--- src/rtl/rgb2hsl_pkg.sv ---
// Shared types and constants for the RGB to HSL converter.
// Holds the pixel and result beat layouts and the fixed-point scaling.
// No dependencies.
package rgb2hsl_pkg;

   // Channel width; full scale is 2^CHAN_W - 1
   localparam int CHAN_W     = 8;
   localparam int FULL_SCALE = (1 << CHAN_W) - 1;

   // Saturation and lightness are Q1.12, hue is degrees with 6 fraction bits
   localparam int FRAC_W     = 12;
   localparam int DEG60_Q6   = 60 * 64;
   localparam int DEG360_Q6  = 360 * 64;
   localparam int DEG60_W    = $clog2(DEG60_Q6 + 1);

   // Quotient widths
   localparam int HUE_Q      = 15;
   localparam int LEVEL_Q    = 13;

   // Internal widths
   localparam int SUM_W       = CHAN_W + 1;
   localparam int TERM_W      = CHAN_W + 3;
   localparam int HUE_NUM_W   = TERM_W + DEG60_W;
   localparam int SAT_NUM_W   = CHAN_W + FRAC_W;
   localparam int LIGHT_NUM_W = SUM_W + FRAC_W;

   typedef struct packed {
      logic [CHAN_W-1:0] red_in;
      logic [CHAN_W-1:0] green_in;
      logic [CHAN_W-1:0] blue_in;
   } pixel_type;

   typedef struct packed {
      logic [HUE_Q-1:0]   hue_deg;
      logic [LEVEL_Q-1:0] sat_level;
      logic [LEVEL_Q-1:0] light_level;
      logic               achromatic;
   } hsl_type;

endpackage

--- src/rtl/rgb_to_hsl.sv ---
// RGB to HSL converter, fully pipelined.
// The strobe follows the pixel, sector, product and divider-load registers, then the divide stages.
// Throughput: one pixel per clock; busy stays low. Each of the 15 restoring
// divide stages gives one hue quotient bit; only the low ones also give saturation and lightness bits.
// Reset clears only the valid bits; results leave on rsp_strobe unstalled.
// Depends on rgb2hsl_pkg.
module rgb_to_hsl (
   input  logic                  clock,
   input  logic                  reset,
   input  logic                  start,
   output logic                  busy,
   input  rgb2hsl_pkg::pixel_type req_data,
   output logic                  rsp_strobe,
   output rgb2hsl_pkg::hsl_type   rsp_data
);

   localparam int CHAN_W      = rgb2hsl_pkg::CHAN_W;
   localparam int SUM_W       = rgb2hsl_pkg::SUM_W;
   localparam int TERM_W      = rgb2hsl_pkg::TERM_W;
   localparam int HUE_NUM_W   = rgb2hsl_pkg::HUE_NUM_W;
   localparam int SAT_NUM_W   = rgb2hsl_pkg::SAT_NUM_W;
   localparam int LIGHT_NUM_W = rgb2hsl_pkg::LIGHT_NUM_W;
   localparam int HUE_Q       = rgb2hsl_pkg::HUE_Q;
   localparam int LEVEL_Q     = rgb2hsl_pkg::LEVEL_Q;
   localparam int FRAC_W      = rgb2hsl_pkg::FRAC_W;

   typedef struct packed {
      logic              gray;
      logic [CHAN_W-1:0] diff;
      logic [SUM_W-1:0]  sum;
      logic [TERM_W-1:0] term;
   } sect_type;

   typedef struct packed {
      logic                 gray;
      logic [CHAN_W-1:0]    diff;
      logic [CHAN_W-1:0]    sat_den;
      logic [SUM_W-1:0]     sum;
      logic [HUE_NUM_W-1:0] hue_num;
      logic [HUE_NUM_W-1:0] hue_lim;
   } prod_type;

   typedef struct packed {
      logic                   gray;
      logic [HUE_NUM_W-1:0]   hue_rem;
      logic [CHAN_W-1:0]      hue_div;
      logic [HUE_Q-1:0]       hue_q;
      logic [SAT_NUM_W-1:0]   sat_rem;
      logic [CHAN_W-1:0]      sat_div;
      logic [LEVEL_Q-1:0]     sat_q;
      logic [LIGHT_NUM_W-1:0] light_rem;
      logic [LEVEL_Q-1:0]     light_q;
   } div_stage_type;

   // Valid bits, one per stage
   logic              pix_valid_ff;
   logic              sect_valid_ff;
   logic              prod_valid_ff;
   logic [HUE_Q:0]    dv_valid_ff;

   rgb2hsl_pkg::pixel_type pix_ff;
   sect_type               sect_in, sect_ff;
   prod_type               prod_in, prod_ff;
   div_stage_type          dv0_in;
   div_stage_type          dv_in [1:HUE_Q];
   div_stage_type          dv_ff [0:HUE_Q];

   logic [CHAN_W-1:0] mx, mn;

   logic [HUE_NUM_W-1:0]   hue_sub;
   logic [SAT_NUM_W-1:0]   sat_sub;
   logic [LIGHT_NUM_W-1:0] light_sub;

   assign busy = 1'b0;

   // Stage 1: extremes, sector term
   always_comb begin
      logic [CHAN_W-1:0] r, g, b;
      r = pix_ff.red_in;
      g = pix_ff.green_in;
      b = pix_ff.blue_in;
      mx = r;
      mn = r;
      if (g > mx) mx = g;
      if (b > mx) mx = b;
      if (g < mn) mn = g;
      if (b < mn) mn = b;
      sect_in.gray = (mx == mn);
      sect_in.diff = mx - mn;
      sect_in.sum  = SUM_W'(mx) + SUM_W'(mn);
      // blue wins a tied max, then green
      priority if (b == mx) begin
         sect_in.term = (TERM_W'(sect_in.diff) << 2) + TERM_W'(r) - TERM_W'(g);
      end else if (g == mx) begin
         sect_in.term = (TERM_W'(sect_in.diff) << 1) + TERM_W'(b) - TERM_W'(r);
      end else begin
         sect_in.term = (TERM_W'(sect_in.diff) << 2) + (TERM_W'(sect_in.diff) << 1)
                      + TERM_W'(g) - TERM_W'(b);
      end
   end

   // Stage 2: scale hue numerator, wrap limit, fold saturation denominator
   always_comb begin
      prod_in.gray    = sect_ff.gray;
      prod_in.diff    = sect_ff.diff;
      prod_in.sum     = sect_ff.sum;
      prod_in.hue_num = HUE_NUM_W'(sect_ff.term) * HUE_NUM_W'(rgb2hsl_pkg::DEG60_Q6);
      prod_in.hue_lim = HUE_NUM_W'(sect_ff.diff) * HUE_NUM_W'(rgb2hsl_pkg::DEG360_Q6);
      if (sect_ff.sum > SUM_W'(rgb2hsl_pkg::FULL_SCALE)) begin
         prod_in.sat_den = CHAN_W'(SUM_W'(2 * rgb2hsl_pkg::FULL_SCALE) - sect_ff.sum);
      end else begin
         prod_in.sat_den = CHAN_W'(sect_ff.sum);
      end
   end

   // Stage 3: wrap above 360 degrees, load the divider
   always_comb begin
      dv0_in.gray = prod_ff.gray;
      if (prod_ff.hue_num > prod_ff.hue_lim) begin
         dv0_in.hue_rem = prod_ff.hue_num - prod_ff.hue_lim;
      end else begin
         dv0_in.hue_rem = prod_ff.hue_num;
      end
      dv0_in.hue_div   = prod_ff.diff;
      dv0_in.hue_q     = '0;
      dv0_in.sat_rem   = SAT_NUM_W'(prod_ff.diff) << FRAC_W;
      dv0_in.sat_div   = prod_ff.sat_den;
      dv0_in.sat_q     = '0;
      dv0_in.light_rem = LIGHT_NUM_W'(prod_ff.sum) << FRAC_W;
      dv0_in.light_q   = '0;
   end

   // Restoring divide, one quotient bit per stage, MSB first
   always_comb begin
      hue_sub   = '0;
      sat_sub   = '0;
      light_sub = '0;
      for (int j = 0; j < HUE_Q; j++) begin
         dv_in[j+1] = dv_ff[j];
         hue_sub = HUE_NUM_W'(dv_ff[j].hue_div) << (HUE_Q - 1 - j);
         if (dv_ff[j].hue_rem >= hue_sub) begin
            dv_in[j+1].hue_rem = dv_ff[j].hue_rem - hue_sub;
            dv_in[j+1].hue_q   = dv_ff[j].hue_q | (HUE_Q'(1) << (HUE_Q - 1 - j));
         end
         // level quotients are narrower: only the low stages do work
         if ((HUE_Q - 1 - j) < LEVEL_Q) begin
            sat_sub = SAT_NUM_W'(dv_ff[j].sat_div) << (HUE_Q - 1 - j);
            if (dv_ff[j].sat_rem >= sat_sub) begin
               dv_in[j+1].sat_rem = dv_ff[j].sat_rem - sat_sub;
               dv_in[j+1].sat_q   = dv_ff[j].sat_q | (LEVEL_Q'(1) << (HUE_Q - 1 - j));
            end
            light_sub = LIGHT_NUM_W'(2 * rgb2hsl_pkg::FULL_SCALE) << (HUE_Q - 1 - j);
            if (dv_ff[j].light_rem >= light_sub) begin
               dv_in[j+1].light_rem = dv_ff[j].light_rem - light_sub;
               dv_in[j+1].light_q   = dv_ff[j].light_q | (LEVEL_Q'(1) << (HUE_Q - 1 - j));
            end
         end
      end
   end

   always_ff @(posedge clock) begin
      if (reset) begin
         pix_valid_ff  <= 1'b0;
         sect_valid_ff <= 1'b0;
         prod_valid_ff <= 1'b0;
         dv_valid_ff   <= '0;
      end else begin
         pix_valid_ff  <= start & ~busy;
         sect_valid_ff <= pix_valid_ff;
         prod_valid_ff <= sect_valid_ff;
         dv_valid_ff   <= {dv_valid_ff[HUE_Q-1:0], prod_valid_ff};
      end
   end

   always_ff @(posedge clock) begin
      pix_ff   <= req_data;
      sect_ff  <= sect_in;
      prod_ff  <= prod_in;
      dv_ff[0] <= dv0_in;
      for (int j = 1; j <= HUE_Q; j++) begin
         dv_ff[j] <= dv_in[j];
      end
   end

   // Gray pixel: the hue divisor is zero (the saturation one at black and white), so force hue and saturation
   always_comb begin
      rsp_strobe           = dv_valid_ff[HUE_Q];
      rsp_data.achromatic  = dv_ff[HUE_Q].gray;
      rsp_data.light_level = dv_ff[HUE_Q].light_q;
      if (dv_ff[HUE_Q].gray) begin
         rsp_data.hue_deg   = '0;
         rsp_data.sat_level = '0;
      end else begin
         rsp_data.hue_deg   = dv_ff[HUE_Q].hue_q;
         rsp_data.sat_level = dv_ff[HUE_Q].sat_q;
      end
   end

endmodule

--- config.mk ---
export PLATFORM = sky130hd
export DESIGN_NAME = rgb_to_hsl
export DESIGN_NICKNAME = d
export VERILOG_FILES = /design/src/rtl/rgb2hsl_pkg.sv /design/src/rtl/rgb_to_hsl.sv
export SDC_FILE = /design/constraint.sdc
export NUM_CORES = 2
export LEC_CHECK = 0
export ABC_AREA = 0
export ABC_CLOCK_PERIOD_IN_PS = 9500
export BUFFER_PORTS_ARGS = -buffer_cell sky130_fd_sc_hd__buf_4
export CAP_MARGIN = 20
export CORE_MARGIN = 2
export CORE_UTILIZATION = 58
export CTS_CLUSTER_DIAMETER = 40
export DETAILED_ROUTE_END_ITERATION = 8
export GPL_ROUTABILITY_DRIVEN = 0
export PLACE_DENSITY_LB_ADDON = 0.08
export SYNTH_ARGS = -nofsm -noshare
export SYNTH_HDL_FRONTEND = slang
export SYNTH_SLANG_ARGS = --single-unit
--- constraint.sdc ---
create_clock -name clock -period 9.5 [get_ports clock]
set_input_delay 1.9 -clock clock [delete_from_list [all_inputs] [get_ports clock]]
set_output_delay 1.9 -clock clock [all_outputs]
set_load 0.05 [all_outputs]
==> results by group <==
Critical path
  – Crit Path Category: register to register
  – Critical Path Sink Type: register
  – Critical Path Start Type: register
  – R2R setup slack: ~1.2 ns
  – Crit path top cell by count: inv_1
  – Worst Path Required: a little over 10 ns
  – Critical Path Max Stage Delay: roughly 0.51 ns
  – Crit-path max FO: 21
  – Slowest stage cell, crit path: fa_1
  – R2R cell count: 31
  – Crit path DAT: roughly 8.9 ns

GRT
  – Vias in the first global route: around 31000
  – Total gr overflow: 0
  – Met2 Usage GRT: a little under two fifths
  – GRT busiest layer: met2
  – Met1 usage: 20.5%
  – Initial antenna violation count: 1
  – GRT met3 Usage: around 3.4%
  – First-pass GRT wire length: 139000 um
  – Largest net degree at the start of global routing: 30
  – GRT Util Overall: about a fifth

Timing
  – Max Fclk: approximately 120 MHz
  – Tcrit/Tclk final: roughly 90%
  – Worst Max-Slew Pin Slew: roughly 1.1 ns
  – Setup TNS Final: 0 ns
  – Setup Viol. Count Final: 0
  – Pins Over Slew Limit: 0
  – Minimum clock period: approximately 8.3 ns
  – Worst Clk Skew: around 0.024 ns
  – RSZ-0062 raised after global routing: no
  – Final Hold Fails: 0
  – Rel. slew slack: between 20% and 30%

Job
  – Max cap viols: 0

Synthesis
  – Post-synth EDFFs: 0
  – Area leader, netlist: dfxtp_1
  – Number of synthesis warnings: 0
  – Top post-synthesis cells by count: dfxtp_1, inv_1, ha_1, nor2_1, nand2_1
  – Ys flop type: dfxtp_1
  – Seq/Total Area, Yosys: slightly above 50%
  – Mean Syn Cell Area: 10.2 um2
  – Synthesized cell area: between 0.04 and 0.05 mm2
  – Number of synthesized register bits: approximately 1200
  – Synth top area share: 51.4%
  – FFs w/ async S/R, synth: 0%
  – Unique cell type count in the Yosys netlist: between 80 and 90
  – Most frequent cell after synthesis: dfxtp_1
  – Post-Syn Instances: ~4700
  – Ranking of synthesized cells by area: dfxtp_1, ha_1, inv_1

Detailed routing
  – Vias per cell: a little over 5
  – Final WL: 81600 um
  – Antenna-violating nets left: 0
  – Drt pass-1 iters: 6
  – Vias: approximately 31000
  – Initial DRC count: about 1100
  – DRC viols: 0
  – DR WL/cell: ~13 um

Floorplan
  – Die Y: 292 um
  – I/O pins: between 70 and 80
  – Die X: around 290 um
  – Std-Cell Rows: 105
  – Initial core utilization: approximately 59%
  – DIE AREA: between 0.08 and 0.09 mm2
  – Placeable core region: ~0.082 mm2

Hold path
  – Worst Hold Depth: 0
  – Hold Path Class: register to register

Clocking
  – Clock tree buffer depth: 3
  – TritonCTS clock tree: built
  – Cts bufs inserted: roughly 150
  – Cts repair resizes: 0
  – Sink Count: between 1000 and 1500
  – # Post-CTS Setup Buffers: 0
  – CTS Root Buffer Type: clkbuf_16
  – CTS Hold Bufs: 0
  – Worst-path clk slew: ~0.06 ns
  – Clock latency at the later pin of the worst-skew pair: 0.72 ns
  – H-tree depth: 4

Layout
  – Area delta synth->final: 14.3%
  – NumNets Final: between 5000 and 6000
  – # diodes: 0
  – Share of layout cells above drive strength 1: under 10%
  – Fillcell total: roughly 6500

Place
  – Detailed placer's ending HPWL: between 60000 and 70000 um
  – Port bufs: 69

Status
  – Status: finished clean
## registers in the layout, summed over array words and instances, names as in the netlist, named ones only
name	cells
dv0_in	24
dv_ff	1115
dv_valid_ff	16
pix_ff	24
pix_valid_ff	1
prod_ff	27
prod_in	17
prod_valid_ff	1
sect_ff	11
sect_valid_ff	1
## worst max-delay path: cells and delay by family, from the launching register on
family                   cells  cell delay, ns
buffers and inverters        5            0.44
adder cells (fa/ha/maj)      7            2.64
AO/OA/AOI/OAI               11            2.03
AND/OR/NAND/NOR              2            0.99
multiplexers                 4            0.97
flip-flops                   1            0.47
XOR/XNOR                     2            0.64
## worst paths after layout
check | startpoint | to
hold reg to reg | dv_ff[0][175] | dv_ff[0][297]
hold / removal | dv_ff[0][175] | dv_ff[0][297]
setup reg to reg | pix_ff[15] | sect_ff[10]
setup / recovery | pix_ff[15] | sect_ff[10]
## per-layer routing
| metal | routed length, um | part of all wire, % |
|---|---|---|
| met5 | 0 | 0 |
| met4 | 2990 | 3.7 |
| met3 | 2390 | 2.9 |
| met2 | 43300 | 53 |
| met1 | 33000 | 40 |
## through the flow
step	worst slack [ns]	utilization (%)	cell area [um2]	instances	hold slack, ns
final	1.17	67.0	55100	6085	0.314
after global routing	0.661	67.0	55100	6085	0.312
after CTS	1.23	67.0	55100	6085	0.310
after detailed placement	1.30	60.6	49800	5806	0.312
after global placement	1.47	60.6	49800	5805	0.310
after floorplan	2.27	-	48200	4730	0.310
## cells in the final DEF, fill, tap and decap left out, types with 62 or more instances in the layout
cell	n
a21boi_0	62
a21oi_1	192
buf_4	80
clkbuf_16	156
dfxtp_1	1237
fa_1	85
ha_1	374
inv_1	537
nand2_1	303
nor2_1	307
nor2b_1	121
nor3_1	102
o21ai_0	260
xnor2_1	202
xor2_1	159
## cell type report
| class | count | area [um2] | area share (%) |
|---|---|---|---|
| Tap cell | 1070 | 1340 | 2.43 |
| Inverter | 539 | 2020 | 3.67 |
| Clock inverter | 92 | 1050 | 1.91 |
| Timing Repair Buffer | 81 | 612 | 1.11 |
| Sequential cell | 1238 | 24800 | 45.0 |
| Clock buffer | 187 | 4220 | 7.66 |
| Multi-Input combinational cell | 2878 | 21100 | 38.3 |
## cells by family (layout without fill, tap and decap cells)
group                    after synthesis  after routing  synth area share, %
XOR/XNOR                             361            361                 6.56
adder cells (fa/ha/maj)              459            459                 13.2
buffers and inverters                614            899                 4.95
AO/OA/AOI/OAI                        767            767                 9.71
multiplexers                          77             77                 1.65
AND/OR/NAND/NOR                     1212           1212                 12.5
flip-flops                          1238           1238                 51.4
other                                  1              2              0.00777
Power is not shown: default switching activity piles up to over one toggle a cycle in this logic, so the estimate is an artifact.
